**config.mk**
```make
export PLATFORM = sky130hd
export DESIGN_NAME = pltf_queue
export DESIGN_NICKNAME = d
export VERILOG_FILES = /design/src/pltf_queue.sv
export SDC_FILE = /design/constraint.sdc
export NUM_CORES = 1
export LEC_CHECK = 0
export BUFFER_PORTS_ARGS = -buffer_cell sky130_fd_sc_hd__clkbuf_2
export CAP_MARGIN = 30
export CORE_ASPECT_RATIO = 0.8
export CORE_MARGIN = 1
export CORE_UTILIZATION = 55
export DETAILED_ROUTE_END_ITERATION = 6
export PLACE_DENSITY_LB_ADDON = 0.08
export SLEW_MARGIN = 20
export SYNTH_ARGS = -nofsm -noshare
export SYNTH_HDL_FRONTEND = slang
export SYNTH_SLANG_ARGS = --single-unit
```
**constraint.sdc**
```tcl
create_clock -name clk_i -period 1.55 [get_ports clk_i]
set_clock_uncertainty 0.1 [all_clocks]
set_input_delay 0.2325 -clock clk_i [delete_from_list [all_inputs] [get_ports clk_i]]
set_output_delay 0.2325 -clock clk_i [all_outputs]
set_load 0.01 [all_outputs]
```
**src/pltf_queue.sv**
```systemverilog
// Small FIFO that decouples the CORDIC pipeline from the decision stage.
// Register-based storage; depends on nothing else.
module pltf_queue #(
  parameter int unsigned WIDTH = 8,
  parameter int unsigned DEPTH = 4
) (
  input  logic             clk_i,
  input  logic             rst_ni,
  input  logic             push_i,
  input  logic [WIDTH-1:0] push_data_i,
  input  logic             pop_i,
  output logic [WIDTH-1:0] pop_data_o,
  output logic             full_o,
  output logic             not_empty_o
);

  localparam int unsigned AW = (DEPTH > 1) ? $clog2(DEPTH) : 1;
  localparam int unsigned CNTW = $clog2(DEPTH + 1);

  logic [WIDTH-1:0] mem_q [DEPTH];
  logic [AW-1:0]    wr_ptr_q, rd_ptr_q;
  logic [CNTW-1:0]  count_q;

  assign full_o      = (count_q == CNTW'(DEPTH));
  assign not_empty_o = (count_q != '0);
  assign pop_data_o  = mem_q[rd_ptr_q];

  always_ff @(posedge clk_i or negedge rst_ni) begin
    if (!rst_ni) begin
      wr_ptr_q <= '0;
      rd_ptr_q <= '0;
      count_q  <= '0;
    end else begin
      if (push_i) begin
        wr_ptr_q <= wr_ptr_q + AW'(1);
      end
      if (pop_i) begin
        rd_ptr_q <= rd_ptr_q + AW'(1);
      end
      if (push_i && !pop_i) begin
        count_q <= count_q + CNTW'(1);
      end else if (pop_i && !push_i) begin
        count_q <= count_q - CNTW'(1);
      end
    end
  end

  always_ff @(posedge clk_i) begin
    if (push_i) begin
      mem_q[wr_ptr_q] <= push_data_i;
    end
  end

endmodule

```
# Yosys cells after proc, flatten, opt, wreduce, memory -nomap -nowiden
# Memories as Yosys holds them, arrays and structs flattened.
# Cells that the tools add are included.
# classes
add_sub_neg	4
eq_ne	1
muxes	4
reduce_logical	6
# op_table
op	count
3-bit two-way mux	2
2-bit by 1-bit adder with 2-bit output, second input constant	2
3-bit by 1-bit adder with 3-bit output, second input constant	1
3-bit equality test, second input constant	1
3-bit nonzero test	1
3-bit by 1-bit subtractor with 3-bit output, second input constant	1
1-bit logical AND	2
1-bit logical NOT	2
1-bit two-way mux	2
2-bit nonzero test	1
# word_totals
register_bits	7
ram_bits	32
in_bits	12
out_inout_bits	10
wordCells	19
n_memories	1
# memory_table
memory	depth	word_bits	rd	rd_ports_with_merged_regs	write_ports	line_no	rtl
mem_q	4	8	1	0	1	20	logic [WIDTH-1:0] mem_q [DEPTH];

# Longest topological paths before layout
# depth
depth_word	4
depth_mapped	7
depth_no_buf	7

# Worst setup path before layout
# No wires, ideal clock.
# synth_path
kind	input-to-reg
startpoint	input port pop_i
endpoint	register count_q[2]
setup_ns	0.079
arrival_ns	1.238
required_time_ns	1.371
setup_slack_ns	0.133
stages	7
path_buffers	0
path_cell_list	inv_1 > ha_1 > inv_1 > fa_1 > xor2_1 > nor2_1 > xor2_1
# synth_via
elab_chain_cells	3
word_cells_on_any_way	5
classes_between	1 x mux; 4 x reduce/logical
# synth_rtl
element	line_no	rtl
start: declaration	11	input logic pop_i,
1-bit logical NOT	40	if (push_i && !pop_i) begin
1-bit logical AND	40	
3-bit two-way mux / 2-bit nonzero test (equally long branches)	--	
end signal: assignment	41	count_q <= count_q + CNTW'(1);
end signal: assignment	43	count_q <= count_q - CNTW'(1);
end: declaration	22	logic [CNTW-1:0] count_q;
# Parallel ways exist; a longest one is shown, timed or not.
# A chain may end at the register's enable or synchronous reset.

# Worst setup path in the final report
# layout_path
startpoint	register rd_ptr_q[0]
endpoint	output port pop_data_o[2]
# layout_via
elab_chain_cells	1
# layout_rtl
element	line_no	rtl
start: declaration	21	logic [AW-1:0] wr_ptr_q, rd_ptr_q;
start signal: assignment	38	rd_ptr_q <= rd_ptr_q + AW'(1);
memory 4 x 8 bit	--	
end: declaration	12	output logic [WIDTH-1:0] pop_data_o,
# No other way between the ends.

==> impl_metrics.py <==
metrics = {
    "floorplan": {
        "initial_core_util_pct": 60.4,
        "io_pins": 22,
        "die_h_um": 49.5,
        "num_rows": 16,
        "core-area_um2": 2560,
        "die_w_um": 61.3,
        "die-area_um2": 3030,
    },
    "timing": {
        "fin_tns_setup_ps": -2540,
        "finalSetupViolCount": 9,
        "worstMarginPinSlew_ps": 431,
        "grt_setup_unrepaired": "yes",
        "min_period_over_period_pct": 121,
        "max_freq_ghz": 0.531,
        "timing.hold.ws_ps": 24.0,
        "layout_setup_ws_ps": -332,
        "min_period_ps": 1880,
        "finalHoldViolCount": 0,
        "slew_headroom_pct": 71.2,
        "slew_violations": 0,
    },
    "yosys": {
        "synth_compound_area_share_pct": 0.323,
        "syn-cell-area_um2": 1550,
        "synth_nets": 94,
        "synth-simple-area-share_pct": 3.23,
        "synth-adder-area-share_pct": 5.33,
        "ys_seq_elements": 39,
        "synth.area.mux_share_pct": 12.4,
        "synth_cell_types": 17,
        "ys_warn_count": 0,
        "syn-instance-count": 76,
        "postSynthAreaPerCell_um2": 20.4,
        "synth_top_family_by_area": "multiplexers",
        "ys_seq_area_share_pct": 73.3,
        "synthXorXnorAreaFrac_pct": 3.39,
    },
    "detailed_routing": {
        "drtIter0Drc": 26,
        "wirelength_mm": 2.55,
        "antenna_left": 0,
        "via_count": 782,
        "via_per_inst": 5.14,
        "wl_per_cell_um": 16.7,
        "dr.pass1.iters": 4,
        "post-route-drc-count": 0,
    },
    "power": {
        "seq_power_share_pct": 48.3,
        "comb_power_share_pct": 36.9,
        "pwr_density_cell_nw_per_um2": 1710,
        "fin_total_pwr_mw": 3.26,
        "switching_share_pct": 30.4,
        "intPower_mw": 2.27,
        "leakage_nw": 0.737,
        "irDropWorstVdd_uv": 940,
        "clkPwrFrac_pct": 14.9,
        "switchingPower_mw": 0.991,
    },
    "global_route": {
        "grt_antenna_before_repair": 0,
        "grt_usage_pct": 19.7,
        "gr-total-overflow": 0,
        "grt_pass1_wl_mm": 3.94,
        "grt_pass1_vias": 822,
        "grt_max_degree": 13,
    },
    "placement": {
        "gp_congestion": 0.717,
        "dp_cells": 138,
        "io_buffers": 21,
        "place_ws_ps": -31.6,
        "post_dp_cell_area_um2": 1790,
    },
    "min_path": {
        "min_path_type": "input pin to register",
        "min_path_cells": 1,
        "min_to": "mem_q[1][5]$_DFFE_PP_",
        "holdCritStartpoint": "push_data_i[5]",
    },
    "clock_tree": {
        "clock_sinks": 39,
        "clk_pin_slew_worst_paths_ps": 120,
        "clockRootBuffer": "clkbuf_4",
        "cts_tree": "yes",
        "cts_buffer_depth": 2,
        "cts-htree-levels": 2,
        "clk_latency_ps": 320,
        "numCtsBuffers": 5,
    },
    "setup_path": {
        "cp_slowest_cell": "mux4_2",
        "rr_worst_depth": 5,
        "rr_startpoint": "count_q[0]$_DFFE_PN0P_",
        "cp_max_fo": 10,
        "r2r-end": "count_q[2]$_DFFE_PN0P_",
        "path_cells": "buf_12 -> mux4_2 -> clkbuf_2",
        "worstPathArrival_ps": 1550,
        "end_kind": "output pin",
        "worst_path_largest_cell_delay_ps": 520,
        "r2r_slack_ps": 60,
        "startpoint_type": "register",
        "cp.required_ps": 1220,
        "critPathKind": "register to output pin",
    },
    "flow_run": {
        "cap_viol_max_count": 0,
    },
    "layout": {
        "final_common_cell": "edfxtp_1",
        "final_cell_area_um2": 1910,
        "fill_cells": 178,
        "finalNetCount": 133,
        "instances_no_fill": 152,
        "insertedDiodeCount": 0,
        "layout-drive-gt1-share_pct": 43.1,
        "area_growth_pct": 23.5,
        "layout_common_cells": "edfxtp_1 (32), clkbuf_2 (20), mux4_2 (8), dfrtp_1 (6)",
        "post-route-util_pct": 74.7,
    },
    "status": {
        "outcome": "complete, but fails checks",
        "violations": "negative setup slack",
    },
}
[logic make-up after synthesis]
| kind of cell | Yosys count |
|---|---|
| buffers and inverters | 6 |
| muxes | 9 |
| adders and majority gates | 6 |
| and+or+nand+nor | 9 |
| xor gates and xnor gates | 6 |
| AOI/OAI and AO/OA | 1 |
| DFF | 39 |
[worst max-delay path by stage]
stage | from | to | slack [ps] | cells past startpoint
after floorplan | pop_i | count_q[2]$_DFFE_PN0P_ | 130 | 7
after global placement | pop_i | count_q[2]$_DFFE_PN0P_ | 30 | 8
after detailed placement | pop_i | count_q[2]$_DFFE_PN0P_ | -30 | 8
after CTS | rd_ptr_q[0]$_DFFE_PN0P_ | pop_data_o[2] | -350 | 3
after global routing | rd_ptr_q[0]$_DFFE_PN0P_ | pop_data_o[2] | -400 | 3
final | rd_ptr_q[0]$_DFFE_PN0P_ | pop_data_o[2] | -330 | 3
[layer usage]
layer | routed length (um) | global-route usage (%)
met2 | 1400 | 31.3
met1 | 1050 | 26.1
met5 | 0 | 0
met4 | 0 | 6.67
met3 | 91 | 5.51
[repair_timing]
action	CTS	global route
endpoints found under the hold margin	15	0
resized for setup	2	2
hold buffers	3	0
buffers inserted	3	0
setup endpoints to repair	9	11
pin swaps	2	4
gates cloned	0	0
[registers in the layout, indices dropped and copies added, names as in the netlist]
signal and cells:
mem_q 32, count_q 3, wr_ptr_q 2, rd_ptr_q 2
[cell type report]
| cell class | count | area (um^2) | share of cell area, % |
|---|---|---|---|
| sequential | 39 | 1140 | 59.5 |
| clock inverter | 2 | 12.5 | 0.654 |
| clock buffer | 6 | 41.3 | 2.16 |
| multi-input combinational | 31 | 389 | 20.3 |
| inverter | 4 | 15.0 | 0.785 |
| tap | 36 | 45.0 | 2.35 |
| timing repair buffer | 34 | 273 | 14.3 |
[power by group through the flow]
| stage | logic, mW | registers [mW] | clock network (mW) |
|---|---|---|---|
| 2_1_floorplan | 0.720 | 1.51 | 0 |
| 3_3_place_gp | 1.07 | 1.58 | 0 |
| 3_5_place_dp | 1.10 | 1.61 | 0 |
| 4_1_cts | 1.23 | 1.57 | 0.501 |
| 5_1_grt | 1.32 | 1.60 | 0.535 |
| 6_report | 1.20 | 1.57 | 0.485 |
[worst max-delay path, delay by kind of cell, from the launching register on]
family,cells,cell delay (ps)
buffers and inverters,2,290
flip-flops,1,400
multiplexers,1,520
[cell usage after synthesis]
master	n	area, um^2
nand2_1	2	7.51
fa_1	1	20.0
inv_1	4	15.0
buf_6	1	11.3
and2_1	4	25.0
ha_1	5	62.6
xnor2_1	2	17.5
xor2_1	4	35.0
nor2_1	1	3.75
or3_1	1	6.26
buf_2	1	5.00
edfxtp_1	32	961
dfrtp_1	7	175
o21ai_0	1	5.00
mux4_2	8	180
mux2_2	1	11.3
nor3b_1	1	7.51
No activity file was read; power rests on OpenSTA's default activity.
