--- config.mk ---
export PLATFORM = sky130hd
export DESIGN_NAME = pltf_back
export DESIGN_NICKNAME = d
export VERILOG_FILES = /design/src/pltf_pkg.sv /design/src/pltf_back.sv
export SDC_FILE = /design/constraint.sdc
export NUM_CORES = 1
export LEC_CHECK = 0
export BUFFER_PORTS_ARGS = -buffer_cell sky130_fd_sc_hd__buf_2
export CAP_MARGIN = 15
export CELL_PAD_IN_SITES_DETAIL_PLACEMENT = 0
export CELL_PAD_IN_SITES_GLOBAL_PLACEMENT = 1
export CORE_MARGIN = 8
export CORE_UTILIZATION = 39
export CTS_CLUSTER_SIZE = 28
export DETAILED_ROUTE_END_ITERATION = 10
export PLACE_DENSITY_LB_ADDON = 0.1
export SETUP_SLACK_MARGIN = 0.05
export SLEW_MARGIN = 40
export SYNTH_ARGS = -nofsm -noshare
export SYNTH_HDL_FRONTEND = slang
export SYNTH_SLANG_ARGS = --single-unit
--- constraint.sdc ---
create_clock -name clk_i -period 4.7 [get_ports clk_i]
set_input_delay 0.47 -clock clk_i [delete_from_list [all_inputs] [get_ports clk_i]]
set_output_delay 0.47 -clock clk_i [all_outputs]
set_load 0.05 [all_outputs]
--- src/pltf_pkg.sv ---
// Shared types and constants for the polyline turn-angle vertex filter.
// Used by every module of the block but the queue; depends on nothing.
package pltf_pkg;

  // Width of the min_turn configuration register.
  localparam int unsigned MIN_TURN_W = 16;

  // Number of CORDIC vectoring stages.
  localparam int unsigned TURN_ITERS = 28;

  // Angles inside the CORDIC are 32-bit fractions of a full turn.
  localparam int unsigned ZW = 32;
  localparam logic [ZW-1:0] HALF_TURN = 32'h8000_0000;

  // Entries between the CORDIC pipeline and the decision stage (a power of two).
  localparam int unsigned QUEUE_DEPTH = 4;

  // Role of a vertex within its polygon, fixed when the vertex is accepted.
  typedef enum logic [1:0] {
    KIND_FIRST,
    KIND_SECOND,
    KIND_LATER
  } kind_e;

  typedef struct packed {
    kind_e kind;
    logic  last;
    logic  zero;
  } ctl_t;

  // atan(2^-i) as a fraction of a full turn.
  function automatic logic [ZW-1:0] atan_entry(input int unsigned idx);
    logic [ZW-1:0] val;
    unique case (idx)
      0:       val = 32'h2000_0000;
      1:       val = 32'h12E4_051E;
      2:       val = 32'h09FB_385B;
      3:       val = 32'h0511_11D4;
      4:       val = 32'h028B_0D43;
      5:       val = 32'h0145_D7E1;
      6:       val = 32'h00A2_F61E;
      7:       val = 32'h0051_7C55;
      8:       val = 32'h0028_BE53;
      9:       val = 32'h0014_5F2F;
      10:      val = 32'h000A_2F98;
      11:      val = 32'h0005_17CC;
      12:      val = 32'h0002_8BE6;
      13:      val = 32'h0001_45F3;
      14:      val = 32'h0000_A2FA;
      15:      val = 32'h0000_517D;
      16:      val = 32'h0000_28BE;
      17:      val = 32'h0000_145F;
      18:      val = 32'h0000_0A30;
      19:      val = 32'h0000_0518;
      20:      val = 32'h0000_028C;
      21:      val = 32'h0000_0146;
      22:      val = 32'h0000_00A3;
      23:      val = 32'h0000_0051;
      24:      val = 32'h0000_0029;
      25:      val = 32'h0000_0014;
      26:      val = 32'h0000_000A;
      27:      val = 32'h0000_0005;
      default: val = '0;
    endcase
    return val;
  endfunction

endpackage

--- src/pltf_back.sv ---
// Back end: compares each angle with the reference angle, decides keep or
// drop, and holds the result in an output register. Uses pltf_pkg.
module pltf_back #(
  parameter int unsigned COORD_WIDTH = 32,
  parameter int unsigned ANGLE_WIDTH = 16
) (
  input  logic                             clk_i,
  input  logic                             rst_ni,
  input  logic                             cfg_we_i,
  input  logic [pltf_pkg::MIN_TURN_W-1:0]  cfg_wdata_i,
  input  logic                             q_valid_i,
  input  logic [ANGLE_WIDTH-1:0]           q_angle_i,
  input  pltf_pkg::ctl_t                   q_ctl_i,
  input  logic [COORD_WIDTH-1:0]           q_px_i,
  input  logic [COORD_WIDTH-1:0]           q_py_i,
  output logic                             pop_o,
  output logic                             out_valid_o,
  input  logic                             out_ready_i,
  output logic signed [COORD_WIDTH-1:0]    out_x_o,
  output logic signed [COORD_WIDTH-1:0]    out_y_o,
  output logic                             keep_o,
  output logic                             out_end_o
);
  import pltf_pkg::*;

  localparam int unsigned CMPW = (ANGLE_WIDTH > MIN_TURN_W) ? ANGLE_WIDTH : MIN_TURN_W;

  logic [MIN_TURN_W-1:0]  min_turn_q;
  logic [ANGLE_WIDTH-1:0] ref_q, ref_d;
  logic [ANGLE_WIDTH-1:0] diff, mag;
  logic                   keep_d;
  logic                   out_valid_q;
  logic [COORD_WIDTH-1:0] out_x_q, out_y_q;
  logic                   keep_q, out_end_q;

  assign pop_o = q_valid_i && (!out_valid_q || out_ready_i);

  // The turn magnitude is at most a half turn, which still fits the angle width.
  always_comb begin
    diff   = ref_q - q_angle_i;
    mag    = diff[ANGLE_WIDTH-1] ? (ANGLE_WIDTH'(0) - diff) : diff;
    keep_d = 1'b1;
    ref_d  = ref_q;
    unique case (q_ctl_i.kind)
      KIND_FIRST: begin
        keep_d = 1'b1;
      end
      KIND_SECOND: begin
        ref_d = q_angle_i;
      end
      default: begin
        if (CMPW'(mag) < CMPW'(min_turn_q)) begin
          keep_d = 1'b0;
        end else begin
          ref_d = q_angle_i;
        end
      end
    endcase
    if (q_ctl_i.last) begin
      ref_d = '0;
    end
  end

  always_ff @(posedge clk_i or negedge rst_ni) begin
    if (!rst_ni) begin
      min_turn_q  <= '0;
      ref_q       <= '0;
      out_valid_q <= 1'b0;
    end else begin
      if (cfg_we_i) begin
        min_turn_q <= cfg_wdata_i;
      end
      if (pop_o) begin
        ref_q       <= ref_d;
        out_valid_q <= 1'b1;
      end else if (out_ready_i) begin
        out_valid_q <= 1'b0;
      end
    end
  end

  always_ff @(posedge clk_i) begin
    if (pop_o) begin
      out_x_q   <= q_px_i;
      out_y_q   <= q_py_i;
      keep_q    <= keep_d;
      out_end_q <= q_ctl_i.last;
    end
  end

  assign out_valid_o = out_valid_q;
  assign out_x_o     = out_x_q;
  assign out_y_o     = out_y_q;
  assign keep_o      = keep_q;
  assign out_end_o   = out_end_q;

endmodule

# --- Word-level counts from Yosys, hierarchy flattened ---
# Index checks and enable logic that the tools add are counted.
word_totals:
  memories: 0
  ff_bits: 99
  latchBits: 0
  ramBits: 0
  rom_bits: 0
  out_inout_bits: 68
  elab_cells: 27
op_classes:
  reduce_logical: 7
  n_lt_le_gt_ge: 1
  mux: 7
  n_addsub: 2
  eq_ne: 3
  div_mod_pow: 0
  n_shift: 0
  mul: 0
  bitwise: 0
ops:
  columns: ["op", "count"]
  rows:
  - ["$mux W16", 3]
  - ["$pmux W16 S2", 1]
  - ["$lt A16 B16 Y1", 1]
  - ["$sub A1 B16 Y16 const A", 1]
  - ["$sub A16 B16 Y16", 1]
  - ["$mux W1", 3]
  - ["$ne A3 B2 Y1 const B", 1]
  - ["$reduce_and A3 Y1", 1]
  - ["$eq A2 B1 Y1 const B", 1]
  - ["$logic_not A2 Y1", 1]
  - ["$ne A2 B2 Y1 const B", 1]
  - ["$reduce_bool A2 Y1", 1]
  - ["$reduce_or A2 Y1", 1]
  - ["$logic_and A1 B1 Y1", 1]
  - ["$logic_not A1 Y1", 1]
  - ["$logic_or A1 B1 Y1", 1]

# --- Logic depth before layout (Yosys ltp) ---
depth:
  ltp_word: 7
  ltp_mapped: 22

# --- Worst setup path after synthesis ---
# No wires, ideal clock.
synth_timing:
  path_kind: "input-to-reg"
  from: "input port q_angle_i[4]"
  to: "register ref_q[5]"
  required_time_ns: 4.584
  stages: 19
  setup_time_ns: 0.116
  n_path_buf: 1
  path_slack_ns: 0.286
  arrival_time_ns: 4.299
  path_cell_list: "inv_1 -> ha_1 -> a21o_2 -> a31oi_2 -> a21oi_2 -> o211ai_2 -> nand2_1 -> a311oi_4 -> mux2_2 -> ha_1 -> a21boi_0 -> o21a_1 -> o21ai_0 -> a21oi_1 -> o41ai_1 -> a2bb2oi_1 -> buf_2 -> nand3b_1 -> o311ai_0"
synth_via:
  elab_chain_cells: 6
synth_lines:
  columns: ["item", "line", "rtl"]
  rows:
  - ["from (decl)", "pltf_back.sv:12", "input logic [ANGLE_WIDTH-1:0] q_angle_i,"]
  - ["$sub A16 B16 Y16 (*)", "pltf_back.sv:40", "diff = ref_q - q_angle_i;"]
  - ["$sub A1 B16 Y16", "pltf_back.sv:41", "mag = diff[ANGLE_WIDTH-1] ? (ANGLE_WIDTH'(0) - diff) : diff;"]
  - ["$mux W16 (*)", "pltf_back.sv:41", null]
  - ["$lt A16 B16 Y1 (*)", "pltf_back.sv:52", "if (CMPW'(mag) < CMPW'(min_turn_q)) begin"]
  - ["$ne A3 B2 Y1 (no line) (*)", null, null]
  - ["$reduce_and A3 Y1 (no line) (*)", null, null]
  - ["to (signal assigned)", "pltf_back.sv:74", "ref_q <= ref_d;"]
  - ["to (decl)", "pltf_back.sv:29", "logic [ANGLE_WIDTH-1:0] ref_q, ref_d;"]
# Every way passes the cells marked *; elsewhere a longest branch is shown, timed or not.
# A chain may end at the register's enable or synchronous reset.

# --- Final worst setup path ---
layout_timing:
  from: "register ref_q[0]"
  to: "register ref_q[14]"
layout_via:
  elab_chain_cells: 6
layout_lines:
  columns: ["item", "line"]
  rows:
  - ["$sub A16 B16 Y16 (*)", "pltf_back.sv:40"]
  - ["$sub A1 B16 Y16", "pltf_back.sv:41"]
  - ["$mux W16 (*)", "pltf_back.sv:41"]
  - ["$lt A16 B16 Y1 (*)", "pltf_back.sv:52"]
  - ["$ne A3 B2 Y1 (no line) (*)", null]
  - ["$reduce_and A3 Y1 (no line) (*)", null]
# Marked as above.

==> run summary <==
Final Hold Viols - 0
P_sw - 1.61 mW
RSZ-0062 raised after global routing - yes
CTS buffer count - 9
Flop-to-flop setup slack - 0.26 ns
CP Launch Type - flop
Antenna violations before repair - 1
Crit path cell chain - inv_1, ha_1, inv_1, fa_2, a21o_1, a211oi_2, o211ai_1, a311oi_2, buf_4, xnor2_2, a41oi_2, xor2_1, ha_1, nand2_1, o21ai_0, a31o_2, o21bai_4, nand3_4, buf_12, o311ai_0
Synth unique cells - 58
Post-detail-place hpwl - 10.3 mm
R2r endpoint - ref_q[14]
Max-cap violations - 0
Leading post-synthesis cells by cell area - edfxtp_1, dfrtp_1, ha_1
Highest-delay cell along the critical path - dfrtp_1
Worst Max-Slew Pin Slew - 0.747 ns
Starting density of the core - 39.9%
Final wirelength - 13.4 mm
Min-Delay Path Class - input pin to async pin
Mapped Cells - 425
Die Span X - 129 um
Worst path max stage delay - 0.40 ns
Sequential element share of the synthesized area - 56.0%
Worst Setup EP - ref_q[14]
GRT overflow - 0
Area after DPL - 0.00613 mm^2
P_leak - 2.96 nW
Peak supply drop - 0.263 mV
CP required - 4.93 ns
Global-route wire length before repair - 19.9 mm
Io pins - 173
Top cell family by delay on the critical path - compound AO/OA/AOI/OAI gates
Final ANT Viol Nets - 0
Full die area - 0.0167 mm^2
TritonCTS clock tree - yes
Std cell rows - 41
Finished Cell Area - 0.00662 mm^2
DRT Pass-1 Iters - 4
Clock network latency to the later pin of the worst-skew pair - 0.35 ns
Placer Congestion - 0.813
Top_reg_cell synth - edfxtp_1
Area delta synth->final - 32.1%
Ys Warns - 0
Clock group share of total power - 16.8%
Vert. Die Dim - 129 um
Post-route clock period utilization - 94.5%
Final Max Slew Viols - 0
Crit path from - ref_q[0]
Average routed wire per standard cell - 17.0 um
Mapped Avg Cell Area - 11.8 um^2
Clock transition at path regs - 0.07 ns
Status - completed
Layout cell share with drive strength beyond 1 - 39.2%
Combinational Power Share - 55.6%
DR vias - 3908
Hold_buf cts - 0
Crit Path Max Fanout - 8
Internal Power - 2.38 mW
Clock buffer depth - 2
Ys async rst share - 33.3%
Most frequent cell after synthesis - edfxtp_1
Sw frac - 40.4%
R2R Path Start - ref_q[0]
Fmax - 0.225 GHz
FF-to-FF path depth - 20
Post-Syn Area - 0.00501 mm^2
Flop pwr share - 27.6%
Core area - 0.0126 mm^2
Vias in the first global route - 3896
Largest net degree at the start of global routing - 37
Crit path buf inv count - 4
Pwr Density - 604 mW/mm^2
Critical Path End Type - flop
Number of port buffers - 171
Final min period - 4.44 ns
EDFF count, synth - 66
Setup violations, final - 0
Vias per inst - 4.95
Top cell type by total area after synthesis - edfxtp_1
Arr. time, crit path - 4.67 ns
Root buffer cell - clkbuf_16
Net count, final - 750
Antenna cells - 0
Slew headroom - 50.2%
Syn Nets - 562
DRT iter0 DRCs - 174
Fin util - 52.7%
#FFs+latches synth - 99
WS Path Type - flop to flop
Crit path depth - 20
Commonest cells post-synth - edfxtp_1, nand2_1, inv_1
Synth top area share - 39.6%
DRC - 0
Clock sink total - 99
Total global-route track usage - 15.3%
Worst clock skew - 0.0110 ns
H-Tree Depth - 3
worst min-delay path by stage:
| stage | start | endpoint |
|---|---|---|
| final | rst_ni | min_turn_q[0] |
| after global routing | rst_ni | min_turn_q[0] |
| after CTS | rst_ni | min_turn_q[0] |
| after detailed placement | min_turn_q[0] | min_turn_q[0] |
| after global placement | out_valid_o | out_valid_o |
| after floorplan | rst_ni | min_turn_q[0] |
logic make-up after synthesis:
family                     count (synthesis)  synth area share [%]
adders and majority gates                 32                  8.14
DFF                                       99                  56.0
AOI/OAI and AO/OA                         89                  13.8
buffers and inverters                     54                  4.22
muxes                                      2                 0.450
and+or+nand+nor                          126                  13.4
xor gates and xnor gates                  23                  4.02
state kept, by name, summed over array words and instances (netlist names):
| signal | flops |
|---|---|
| out_valid_o | 1 |
| min_turn_q | 16 |
| out_end_o | 1 |
| keep_o | 1 |
| out_x_o | 32 |
| out_y_o | 32 |
| ref_q | 16 |
layout make-up:
| class | instances | area, um^2 |
|---|---|---|
| multi-input cells | 272 | 2130 |
| clock buffers | 11 | 233 |
| flip-flops and latches | 99 | 2810 |
| well taps | 172 | 215 |
| clock inverters | 5 | 35.0 |
| repair buffers | 189 | 1030 |
| fillers | 1155 | 5950 |
| inverters | 42 | 158 |
placed cells by master (no fill, tap or decap), drive strengths merged, types with 2 or more instances in the layout:
cell	Yosys	layout
a2111oi	2	2
a211oi	2	2
a21o	9	9
a21oi	10	10
a311oi	4	4
a31oi	4	4
and2	5	5
and3	2	2
buf	2	188
clkbuf	10	12
clkinvlp	0	2
dfrtp	33	33
edfxtp	66	66
ha	31	31
inv	42	44
mux2	2	2
nand2	45	45
nand2b	4	4
nand3	5	5
nand3b	18	18
nand4	3	3
nor2	23	23
nor2b	2	2
nor3	8	8
nor3b	3	3
nor4	3	3
o211ai	6	6
o21a	2	2
o21ai	25	25
o311ai	16	16
xnor2	12	12
xor2	11	11
power groups by stage:
stage                     logic, mW  clock network (mW)  registers, mW
after floorplan                1.36                   0           1.23
after global placement         1.90                   0           1.11
after detailed placement       1.94                   0           1.12
after CTS                      1.95               0.695           1.10
after global routing           2.48               0.728           1.11
final                          2.22               0.673           1.10
per-stage QoR:
stage               hold WS [ns]  std cells  setup slack [ns]  power, mW  setup TNS (ns)
global placement           0.498        768             0.105       3.01               0
finish                    0.0699        790             0.259       4.00               0
CTS                        0.221        784             0.183       3.75               0
global route              0.0898        790          -0.00168       4.32        -0.00168
detailed placement         0.515        768            0.0545       3.06               0
floorplan                  0.174        425             0.286       2.59               0
layer usage:
metal	wire length [um]	global-route usage, %	part of all wire (%)	vias up
met2	6770	27.2	50	117
li1	-	-	-	1916
met5	13	0	0.097	-
met4	168	5.18	1.3	2
met3	1090	3.74	8.1	13
met1	5370	17.6	40	1860
what timing repair did:
| item | 4_1_cts | 5_1_grt |
|---|---|---|
| gates resized for setup | 0 | 39 |
| endpoints found under the setup margin | 0 | 16 |
| setup buffers | 0 | 4 |
| hold endpoints to repair | 0 | 0 |
Note: power is estimated with default switching activity, not from simulation.
