===== src/pltf_pkg.sv =====
// Shared types and constants for the polyline turn-angle vertex filter.
// Used by every module of the block but the queue; depends on nothing.
package pltf_pkg;

  // Width of the min_turn configuration register.
  localparam int unsigned MIN_TURN_W = 16;

  // Number of CORDIC vectoring stages.
  localparam int unsigned TURN_ITERS = 28;

  // Angles inside the CORDIC are 32-bit fractions of a full turn.
  localparam int unsigned ZW = 32;
  localparam logic [ZW-1:0] HALF_TURN = 32'h8000_0000;

  // Entries between the CORDIC pipeline and the decision stage (a power of two).
  localparam int unsigned QUEUE_DEPTH = 4;

  // Role of a vertex within its polygon, fixed when the vertex is accepted.
  typedef enum logic [1:0] {
    KIND_FIRST,
    KIND_SECOND,
    KIND_LATER
  } kind_e;

  typedef struct packed {
    kind_e kind;
    logic  last;
    logic  zero;
  } ctl_t;

  // atan(2^-i) as a fraction of a full turn.
  function automatic logic [ZW-1:0] atan_entry(input int unsigned idx);
    logic [ZW-1:0] val;
    unique case (idx)
      0:       val = 32'h2000_0000;
      1:       val = 32'h12E4_051E;
      2:       val = 32'h09FB_385B;
      3:       val = 32'h0511_11D4;
      4:       val = 32'h028B_0D43;
      5:       val = 32'h0145_D7E1;
      6:       val = 32'h00A2_F61E;
      7:       val = 32'h0051_7C55;
      8:       val = 32'h0028_BE53;
      9:       val = 32'h0014_5F2F;
      10:      val = 32'h000A_2F98;
      11:      val = 32'h0005_17CC;
      12:      val = 32'h0002_8BE6;
      13:      val = 32'h0001_45F3;
      14:      val = 32'h0000_A2FA;
      15:      val = 32'h0000_517D;
      16:      val = 32'h0000_28BE;
      17:      val = 32'h0000_145F;
      18:      val = 32'h0000_0A30;
      19:      val = 32'h0000_0518;
      20:      val = 32'h0000_028C;
      21:      val = 32'h0000_0146;
      22:      val = 32'h0000_00A3;
      23:      val = 32'h0000_0051;
      24:      val = 32'h0000_0029;
      25:      val = 32'h0000_0014;
      26:      val = 32'h0000_000A;
      27:      val = 32'h0000_0005;
      default: val = '0;
    endcase
    return val;
  endfunction

endpackage


===== src/pltf_front.sv =====
// Front end: accepts vertices, tracks the previous point and polygon phase,
// and registers the folded difference vector that enters the CORDIC. Uses pltf_pkg.
module pltf_front #(
  parameter int unsigned COORD_WIDTH = 32,
  parameter int unsigned CW          = COORD_WIDTH + 3
) (
  input  logic                          clk_i,
  input  logic                          rst_ni,
  input  logic                          adv_i,
  input  logic                          in_valid_i,
  input  logic signed [COORD_WIDTH-1:0] vertex_x_i,
  input  logic signed [COORD_WIDTH-1:0] vertex_y_i,
  input  logic                          polygon_end_i,
  output logic                          s0_valid_o,
  output logic signed [CW-1:0]          s0_x_o,
  output logic signed [CW-1:0]          s0_y_o,
  output logic [pltf_pkg::ZW-1:0]       s0_z_o,
  output pltf_pkg::ctl_t                s0_ctl_o,
  output logic [COORD_WIDTH-1:0]        s0_px_o,
  output logic [COORD_WIDTH-1:0]        s0_py_o
);
  import pltf_pkg::*;

  localparam logic [1:0] PH_NONE = 2'd0;
  localparam logic [1:0] PH_ONE  = 2'd1;
  localparam logic [1:0] PH_MORE = 2'd2;

  logic [1:0]                   phase_q, phase_d;
  logic signed [COORD_WIDTH-1:0] prev_x_q, prev_y_q;
  logic                         accept;
  logic signed [COORD_WIDTH:0]  dx_w, dy_w;
  logic signed [CW-1:0]         dx_e, dy_e;
  ctl_t                         ctl_w;

  logic                         valid_q;
  logic signed [CW-1:0]         x_q, y_q;
  logic [ZW-1:0]                z_q;
  ctl_t                         ctl_q;
  logic [COORD_WIDTH-1:0]       px_q, py_q;

  assign accept = in_valid_i && adv_i;

  always_comb begin
    dx_w = $signed({prev_x_q[COORD_WIDTH-1], prev_x_q})
         - $signed({vertex_x_i[COORD_WIDTH-1], vertex_x_i});
    dy_w = $signed({prev_y_q[COORD_WIDTH-1], prev_y_q})
         - $signed({vertex_y_i[COORD_WIDTH-1], vertex_y_i});
    dx_e = CW'(dx_w);
    dy_e = CW'(dy_w);
    ctl_w.last = polygon_end_i;
    ctl_w.zero = (dx_w == '0) && (dy_w == '0);
    unique case (phase_q)
      PH_NONE: ctl_w.kind = KIND_FIRST;
      PH_ONE:  ctl_w.kind = KIND_SECOND;
      default: ctl_w.kind = KIND_LATER;
    endcase
    if (polygon_end_i) begin
      phase_d = PH_NONE;
    end else if (phase_q == PH_NONE) begin
      phase_d = PH_ONE;
    end else begin
      phase_d = PH_MORE;
    end
  end

  always_ff @(posedge clk_i or negedge rst_ni) begin
    if (!rst_ni) begin
      phase_q  <= PH_NONE;
      prev_x_q <= '0;
      prev_y_q <= '0;
      valid_q  <= 1'b0;
    end else if (adv_i) begin
      valid_q <= in_valid_i;
      if (accept) begin
        phase_q  <= phase_d;
        prev_x_q <= polygon_end_i ? '0 : vertex_x_i;
        prev_y_q <= polygon_end_i ? '0 : vertex_y_i;
      end
    end
  end

  // A difference pointing into the left half plane is rotated by a half turn.
  always_ff @(posedge clk_i) begin
    if (accept) begin
      if (dx_w[COORD_WIDTH]) begin
        x_q <= -dx_e;
        y_q <= -dy_e;
        z_q <= HALF_TURN;
      end else begin
        x_q <= dx_e;
        y_q <= dy_e;
        z_q <= '0;
      end
      ctl_q <= ctl_w;
      px_q  <= vertex_x_i;
      py_q  <= vertex_y_i;
    end
  end

  assign s0_valid_o = valid_q;
  assign s0_x_o     = x_q;
  assign s0_y_o     = y_q;
  assign s0_z_o     = z_q;
  assign s0_ctl_o   = ctl_q;
  assign s0_px_o    = px_q;
  assign s0_py_o    = py_q;

endmodule


===== config.mk =====
export PLATFORM = sky130hd
export DESIGN_NAME = pltf_front
export DESIGN_NICKNAME = d
export VERILOG_FILES = /design/src/pltf_pkg.sv /design/src/pltf_front.sv
export SDC_FILE = /design/constraint.sdc
export NUM_CORES = 1
export LEC_CHECK = 0
export ABC_CLOCK_PERIOD_IN_PS = 8050
export BUFFER_PORTS_ARGS = -buffer_cell sky130_fd_sc_hd__buf_2
export CORE_AREA = 2 2 151 153
export DETAILED_ROUTE_END_ITERATION = 8
export DIE_AREA = 0 0 153 155
export PLACE_DENSITY = 0.83
export SLEW_MARGIN = 15
export SYNTH_ARGS = -nofsm -noshare
export SYNTH_HDL_FRONTEND = slang
export SYNTH_SLANG_ARGS = --single-unit

===== constraint.sdc =====
create_clock -name clk_i -period 8.05 [get_ports clk_i]
set_input_delay 1.2075 -clock clk_i [delete_from_list [all_inputs] [get_ports clk_i]]
set_output_delay 1.2075 -clock clk_i [all_outputs]
set_load 0.03 [all_outputs]

Word level (Yosys, flattened, before mapping)
Index checks and enable logic that the tools add are counted.

operators by class
  reductions and logical operators = 6
  equality and inequality tests = 1
  multiplexer cells = 8
  add/subtract/negate cells = 4

operators by type and width
  cell                                            number
  2-to-1 mux 32 bit                               4
  negation 33 -> 35 bit                           2
  logical NOT 33 bit                              2
  subtractor 32 x 32 -> 33 bit                    2
  2-to-1 mux 35 bit                               1
  2-to-1 mux 2 bit                                2
  one-hot mux 2 bit (2 select lines)              1
  == test 2 x 1 -> 1 bit (second input constant)  1
  logical AND 1 bit                               2
  logical NOT 2 bit                               1
  AND reduction 2 bit                             1

word-level totals
  logic and storage cells = 32
  bits in registers = 237

Logic depth before layout (Yosys ltp)
Gate-level depths: netlist of the first run.

  depth after elaboration = 3
  mapped depth = 16
  mapped depth without buffers = 15

Least setup slack after synthesis of the first run
Ideal clock, no wire load.

  kind = in2reg
  start point = input vertex_x_i[0]
  end point = register x_q[32] (netlist: s0_x_o[32]), data pin
  buffers on the path = 1
  stages on the path = 15
  slack = 3013 ps
  setup time = 255 ps
  arrival time = 4782 ps
  cell sequence = ha_1 fa_1 nor2b_1 o2111ai_1 a2111oi_2 or2_2 o31ai_1 or4b_1 nor4b_1 and2_1 clkbuf_1 nand3_1 nor3_1 ha_1 and2_1

between the ends
  word-level cells in the longest chain between the ends = 2

RTL lines
  element                           line              RTL
  start, declared                   pltf_front.sv:11  input logic signed [COORD_WIDTH-1:0] vertex_x_i,
  subtractor 32 x 32 -> 33 bit (*)  pltf_front.sv:45  - $signed({vertex_x_i[COORD_WIDTH-1], vertex_x_i});
  negation 33 -> 35 bit             pltf_front.sv:86  x_q <= -dx_e;
  end signal, assigned              pltf_front.sv:86
  end, declared                     pltf_front.sv:36  logic signed [CW-1:0] x_q, y_q;

Every way passes the cells marked *; elsewhere a longest branch is shown, timed or not.
A chain may end at the register's enable or synchronous reset.

Worst setup path after layout of the first run
  start point = input vertex_x_i[0]
  end point = register y_q[33] (netlist: s0_y_o[33]), data pin

between the ends
  word-level cells in the longest chain between the ends = 2

RTL lines
  element                       line              RTL
  subtractor 32 x 32 -> 33 bit  pltf_front.sv:45
  2-to-1 mux 35 bit             pltf_front.sv:85  if (dx_w[COORD_WIDTH]) begin
  end signal, assigned          pltf_front.sv:87  y_q <= -dy_e;
  end signal, assigned          pltf_front.sv:91  y_q <= dy_e;
  end, declared                 pltf_front.sv:36

No other way between the ends.

==> results.md, run 1 <==
- Async SR Flop Fraction: 0.325
- CTS clk-pin slew, worst paths: ~0.060 ns
- CP max stage cell: a31o_2
- Yosys synthesis warning count: 0
- Seq/Total Area, Yosys: 0.457
- Switching Share: 0.343
- CP top delay family: compound AO/OA/AOI/OAI gates
- Setup bufs post-CTS: 0
- F_max: between 0.15 and 0.2 GHz
- Max-slew headroom at the worst pin: 0.308
- Critical Path RT: between 8 and 9 ns
- Multi-input gate area: 6320 sq um
- Power Density: around 250 nW/um^2
- Antenna Nets Post-Route: 0
- P_sw: 1.25 mW
- Fraction of layout cells with a size suffix above 1: 0.187
- CTS H-Tree Depth: 1
- Die H: 155 um
- Gpl congestion: 0.981
- Yosys top cell by area: edfxtp_1
- Post-synth top flop: edfxtp_1
- Yosys top cell area share: 0.326
- Final Hold Fails: 0
- Final WL: 31.4 mm
- Synth Area per Inst: between 9 and 10 sq um
- P&R area growth vs syn: 14.9%
- Clock skew: ~0.015 ns
- Worst path max stage delay: between 0.8 and 0.9 ns
- Port buffer count: about 210
- Tot Pwr: about 3.6 mW
- Num ports: 240
- R2R setup slack: 2.86 ns
- GRT Resource Usage Total: 0.257
- 1st-pass router iterations: 5
- Mapped cell area: 12800 sq um
- Outcome: finished, final reports clean
- Post-synth top cells: 144 x nand2_1, 139 x edfxtp_1, 88 x inv_1
- Count of cell types in the netlist: slightly above 80
- Clock share of power: 0.300
- Initial Util: 0.576
- Wire length per cell: about 18 um
- Tightest Pin Transition: about 1.0 ns
- DR iter-0 viols: ~730
- Total core area: between 20000 and 25000 sq um
- Buf/Inv on CP: 2
- # setup viols final: 0
- Setup Total Neg Slack: 0 ns
- Number of flops mapped to enable cells by yosys: roughly 140
- Most frequent CP cell: o21ai_0
- GRT overflow: 0
- Area contributors post-synth: edfxtp_1 33%, dfrtp_1 13%, ha_1 6.7%, o31ai_1 4.3%, nand2_1 4.2%
- DP Wirelength: roughly 23 mm
- Worst EP arrival: 6.01 ns
- Comb pwr share: 0.330
- Register Area: 5850 sq um
- Vias per Instance: a little under 6
- Clock Root Buffer: clkbuf_16
- Count of final max-slew check failures: 0
- #FFs+latches synth: 206
- Critical path type: input port to register
- Fillcell total: approximately 1700
- Clk Latency, worst-skew pair: between 0.5 and 0.6 ns
- Worst path cell trace: buf_2 -> ha_1 -> fa_1 -> nor2b_1 -> o2111ai_1 -> a2111oi_2 -> o21ai_0 -> a31oi_1 -> o21ai_0 -> nand2b_1 -> a31o_2 -> inv_1 -> or2_2 -> o21ai_0
- Worst setup SP type: input port
- Post_cts resized: 0
- # rows: between 50 and 60
- Final period utilization: 0.702
- Hold buffer count at CTS: 0
- Unrepaired setup endpoints after global routing: false
- DRC Markers: 0
- CTS tree: built
- Period minus WS final: around 5.6 ns
- Cell-internal power: between 2 and 2.5 mW
- Die area: between 20000 and 25000 sq um
- Max Cap Viol: 0
- Worst min path class: register to register
- CTS Buf Count: 22
- Routed vias: between 10000 and 15000
- TritonCTS Sinks: roughly 200
- Maximum vdd drop: 0.190 mV
- Critical path peak fanout: 45
- Part of the power in registers: 0.370
- Clock Tree Buf Depth: 3
- Number of global-route vias before repair: just under 10000
- Most frequent cell after synthesis: nand2_1
- Chip width: approximately 150 um
- Leakage: 6.48 nW
- Final net count: 1617
- End-of-flow core utilization: 0.662
- Ant. Diodes: 0
- Synth Instances: 1291
- Pin count of the biggest net entering global routing: just under 90
- Initial antenna violation count: 0
- Worst Setup End Kind: register
- Global-route wire length before repair: 50.1 mm
-- cells in the final DEF (no fill, tap or decap), drive strengths merged, types with 5 or more instances in the layout --
cell type  netlist  final
nor3            16     16
a21o            26     26
conb             1     33
or3              8      8
clkbuf          46     30
a31oi           18     18
nor3b           10     10
or2             10     10
buf             36    212
nand2b          14     14
o21ai           62     62
or4              5      5
xor2            40     40
and2            13     13
a211o            5      5
nand2          144    144
and3            10     10
a21oi           85     85
nand3b           6      6
nor4            13     13
a21boi           7      7
nand3           20     20
o211ai          10     10
nor2            65     65
ha              69     69
o31ai           75     75
nor2b            9      9
o21bai           7      7
mux2i            5      5
o21a            15     15
inv             88     89
edfxtp         139    139
a2111oi          8      8
a211oi          17     17
nand4            6      6
dfrtp           67     67
xnor2           58     58
-- power groups by stage --
stage / Clock [mW] / Sequential (mW) / Combinational (mW)
2_1_floorplan: 0 / 1.52 / 0.747
3_3_place_gp: 0 / 1.36 / 1.16
3_5_place_dp: 0 / 1.37 / 1.18
4_1_cts: 1.12 / 1.35 / 1.19
5_1_grt: 1.16 / 1.36 / 1.31
6_report: 1.09 / 1.35 / 1.20
-- final timing paths --
kind	startpoint	end	cells after the start
setup / recovery	vertex_x_i[0]	s0_y_o[33]$_DFFE_PP_	14
hold / removal	prev_x_q[18]$_DFFE_PN0P_	prev_x_q[18]$_DFFE_PN0P_	2
setup reg to reg	prev_x_q[0]$_DFFE_PN0P_	s0_y_o[33]$_DFFE_PP_	14
hold reg to reg	prev_x_q[18]$_DFFE_PN0P_	prev_x_q[18]$_DFFE_PN0P_	2
max in group asynchronous	rst_ni	prev_y_q[21]$_DFFE_PN0P_	2
min in group asynchronous	rst_ni	prev_x_q[28]$_DFFE_PN0P_	2
-- worst min-delay path, stage by stage, from the launching register on --
cell	delay (ns)
dfrtp_1	0.34
nand2_1	0.05
o31ai_1	0.05
-- layout make-up --
| class | count | area share |
|---|---|---|
| multi-input combinational | 947 | 0.429 |
| sequential | 206 | 0.397 |
| timing repair buffer | 212 | 0.0728 |
| clock buffer | 30 | 0.0429 |
| tap | 285 | 0.0242 |
| inverter | 88 | 0.0228 |
| clock inverter | 10 | 0.0106 |
-- state kept, by name, indices dropped and copies added, names as in the netlist --
signal      cells
s0_z_o          1
prev_x_q       32
s0_py_o        32
s0_x_o         35
s0_px_o        32
s0_valid_o      1
phase_q         2
prev_y_q       32
s0_y_o         35
s0_ctl_o        4
-- routing by layer --
| metal | wire, um | track usage | vias to the layer above | share of wire |
|---|---|---|---|---|
| li1 | - | - | 5060 | - |
| met1 | 13600 | 0.350 | 5043 | 0.43 |
| met2 | 14700 | 0.422 | 424 | 0.47 |
| met3 | 2330 | 0.0468 | 56 | 0.074 |
| met4 | 760 | 0.0772 | 0 | 0.024 |
| met5 | 0 | 0 | - | 0 |
-- cells by family (layout without fill, tap and decap cells) --
group	after synthesis	in the layout	share of synthesized area
AOI/OAI and AO/OA	373	373	0.199
and+or+nand+nor	365	365	0.141
DFF	206	206	0.457
buffers and inverters	170	340	0.0597
xor gates and xnor gates	98	98	0.0670
adders and majority gates	71	71	0.0705
muxes	7	7	0.00567
other	1	33	0.000293
-- stage by stage --
step                std cells  worst slack (ns)  instance area [sq um]  hold WS [ns]
floorplan                1323              3.01                  12900         0.453
global placement         1738              2.15                  13900         0.464
detailed placement       1738              1.96                  13900         0.471
CTS                      1778              2.48                  14700         0.483
global route             1778              2.05                  14700         0.502
finish                   1778              2.40                  14700         0.478
Power figures use the tool's default switching activity.
==> inputs of run 2 (changes only) <==
--- a/config.mk
+++ b/config.mk
@@ -5,12 +5,12 @@
 export SDC_FILE = /design/constraint.sdc
 export NUM_CORES = 1
 export LEC_CHECK = 0
-export ABC_CLOCK_PERIOD_IN_PS = 8050
+export ABC_CLOCK_PERIOD_IN_PS = 4800
 export BUFFER_PORTS_ARGS = -buffer_cell sky130_fd_sc_hd__buf_2
-export CORE_AREA = 2 2 151 153
+export CORE_AREA = 2 2 162 164
 export DETAILED_ROUTE_END_ITERATION = 8
-export DIE_AREA = 0 0 153 155
-export PLACE_DENSITY = 0.83
+export DIE_AREA = 0 0 164 166
+export PLACE_DENSITY = 0.76
 export SLEW_MARGIN = 15
 export SYNTH_ARGS = -nofsm -noshare
 export SYNTH_HDL_FRONTEND = slang
==> constraint.sdc (replaced) <==
create_clock -name clk_i -period 4.8 [get_ports clk_i]
set_input_delay 0.72 -clock clk_i [delete_from_list [all_inputs] [get_ports clk_i]]
set_output_delay 0.72 -clock clk_i [all_outputs]
set_load 0.03 [all_outputs]
==> results.md, run 2 (synthesized netlist as in run 1, its figures left out) <==
- Clock skew: 0.0195 ns (was 0.0151 ns)
- Initial antenna violation count: 0 (unchanged)
- Most frequent cells in the layout: 208 x buf_2, 143 x nand2_1, 139 x edfxtp_1 (unchanged)
- Setup Total Neg Slack: 0 ns (unchanged)
- Fillcell total: 2201 (was 1733)
- GRT Resource Usage Total: 0.228 (was 0.257)
- Global-route wire length before repair: 50.7 mm (was 50.1 mm)
- Critical path peak fanout: 9 (was 45)
- R2R setup slack: 0.47 ns (was 2.86 ns)
- CP max stage cell: a211oi_2 (was a31o_2)
- Outcome: finished, final reports clean (unchanged)
- Port buffer count: 208 (unchanged)
- Slack of the critical path: 0.475 ns (was 2.40 ns)
- End-of-flow core utilization: 0.589 (was 0.662)
- Wire length per cell: 16.9 um (was 17.7 um)
- Critical Path RT: 5.08 ns (was 8.41 ns)
- Cell-internal power: 4.20 mW (was 2.39 mW)
- Num ports: 240 (unchanged)
- Max Cap Viol: 0 (unchanged)
- Design area: 15100 sq um (was 14700 sq um)
- Total core area: 25600 sq um (was 22200 sq um)
- Final WL: 31.5 mm (was 31.4 mm)
- Die H: 166 um (was 155 um)
- Maximum vdd drop: 0.301 mV (was 0.190 mV)
- Clock share of power: 0.319 (was 0.300)
- TritonCTS Sinks: 206 (unchanged)
- Chip width: 164 um (was 153 um)
- Pin count of the biggest net entering global routing: 91 (was 87)
- Comb pwr share: 0.326 (was 0.330)
- Setup bufs post-CTS: 0 (unchanged)
- Power Density: 421 nW/um^2 (was 247 nW/um^2)
- Leakage: 6.66 nW (was 6.48 nW)
- Worst EP arrival: 4.61 ns (was 6.01 ns)
- P&R area growth vs syn: 17.9% (was 14.9%)
- Post_cts resized: 0 (unchanged)
- Clk Latency, worst-skew pair: 0.53 ns (was 0.51 ns)
- Placed cell areas: 14200 sq um (was 13900 sq um)
- Period minus WS final: roughly 4.3 ns
- Tightest Pin Transition: 0.877 ns (was 1.01 ns)
- Routed vias: 10474 (was 10583)
- # rows: 59 (was 55)
- Fraction of layout cells with a size suffix above 1: 0.204 (was 0.187)
- 1st-pass router iterations: 5 (unchanged)
- Gpl congestion: 0.954 (was 0.981)
- Worst setup SP type: register (was input port)
- Clock Root Buffer: clkbuf_16 (unchanged)
- Final net count: 1647 (was 1617)
- Initial Util: 0.500 (was 0.576)
- Final Hold Fails: 0 (unchanged)
- Worst Setup End Kind: register (unchanged)
- Worst min path class: input port to async pin (was register to register)
- GRT overflow: 0 (unchanged)
- P_sw: 2.15 mW (was 1.25 mW)
- Die area: 27200 sq um (was 23700 sq um)
- Layout Cells excl Fill: 1859 (was 1778)
- Part of the power in registers: 0.356 (was 0.370)
- DRC Markers: 0 (unchanged)
- DP Wirelength: 23.4 mm (was 23.0 mm)
- Ant. Diodes: 0 (unchanged)
- Switching Share: 0.339 (was 0.343)
- # setup viols final: 0 (unchanged)
- Worst path cell trace: ha_1 -> o211a_1 -> a211oi_2 -> a211o_1 -> a311oi_1 -> buf_4 -> or3_1 -> a222oi_1 -> nor3b_1 -> nor3b_1 -> and4b_1 -> ha_1 -> nand2_1 -> nand2_1 (was buf_2 -> ha_1 -> fa_1 -> nor2b_1 -> o2111ai_1 -> a2111oi_2 -> o21ai_0 -> a31oi_1 -> o21ai_0 -> nand2b_1 -> a31o_2 -> inv_1 -> or2_2 -> o21ai_0)
- Max-slew headroom at the worst pin: 0.415 (was 0.308)
- Final period utilization: 0.901
- Unrepaired setup endpoints after global routing: false (unchanged)
- Count of final max-slew check failures: 0 (unchanged)
- Antenna Nets Post-Route: 0 (unchanged)
- Hold buffer count at CTS: 0 (unchanged)
- Tot Pwr: 6.35 mW (was 3.64 mW)
- CTS Buf Count: 23 (was 22)
- Buf/Inv on CP: 1 (was 2)
- Vias per Instance: 5.63 (was 5.95)
- DR iter-0 viols: 800 (was 728)
- F_max: between 0.2 and 0.25 GHz
- Critical path type: register to register (was input port to register)
- Smallest hold slack: 0.168 ns (was 0.478 ns)
- Clock Tree Buf Depth: 3 (unchanged)
- CTS H-Tree Depth: 1 (unchanged)
- Number of global-route vias before repair: 9957 (was 9904)
- Commonest non-fill, non-tap cell in the layout: buf_2 (unchanged)
- CTS tree: built (unchanged)
- Multi-input gate area: 6320 sq um (unchanged)
- Inst Count DP: 1817 (was 1738)
- CP top delay family: compound AO/OA/AOI/OAI gates (unchanged)
- Register Area: 5850 sq um (unchanged)
- Dpl ws: 0.0529 ns (was 1.96 ns)
- CTS clk-pin slew, worst paths: 0.07 ns (was 0.06 ns)
- Worst path max stage delay: 0.40 ns (was 0.81 ns)
[run 2: cell types whose count changed in the layout (fill, tap and decap cells not counted), sizes merged]
cell / before / now
buf: 212 / 241
bufinv: 4 / 7
clkbuf: 30 / 27
clkinv: 4 / 5
inv: 89 / 90
[run 2: worst paths after layout]
check                                          from                  endpoint  depth (start not counted)
setup / recovery            prev_y_q[4]$_DFFE_PN0P_      s0_y_o[32]$_DFFE_PP_                         14
hold / removal                               rst_ni  prev_x_q[29]$_DFFE_PN0P_                          1
setup reg to reg            prev_y_q[4]$_DFFE_PN0P_      s0_y_o[32]$_DFFE_PP_                         14
hold reg to reg            prev_x_q[20]$_DFFE_PN0P_  prev_x_q[20]$_DFFE_PN0P_                          2
max in group asynchronous                    rst_ni   prev_y_q[8]$_DFFE_PN0P_                          2
min in group clk_i                   vertex_x_i[28]     s0_px_o[28]$_DFFE_PP_                          1
[run 2: power by group through the flow]
stage          clock network (mW)  registers [mW]  logic, mW
2_1_floorplan                   0            2.56       1.25
3_3_place_gp                    0            2.29       2.02
3_5_place_dp                    0            2.29       2.05
4_1_cts                      2.06            2.26       2.07
5_1_grt                      2.13            2.28       2.26
6_report                     2.02            2.26       2.07
[run 2: metal layers]
| metal | global-route usage | up-vias | wire length (um) |
|---|---|---|---|
| met5 | 0 | - | 0 |
| met4 | 0.0702 | 0 | 845 |
| met3 | 0.0327 | 54 | 1770 |
| met2 | 0.363 | 326 | 14300 |
| met1 | 0.324 | 4975 | 14600 |
| li1 | - | 5119 | - |
[run 2: area by class of cell]
type                       instances  area share
tap                              335      0.0278
sequential                       206       0.388
clock buffer                      27      0.0404
timing repair buffer             241      0.0862
inverter                          88      0.0222
multi-input combinational        947       0.418
clock inverter                    15      0.0174
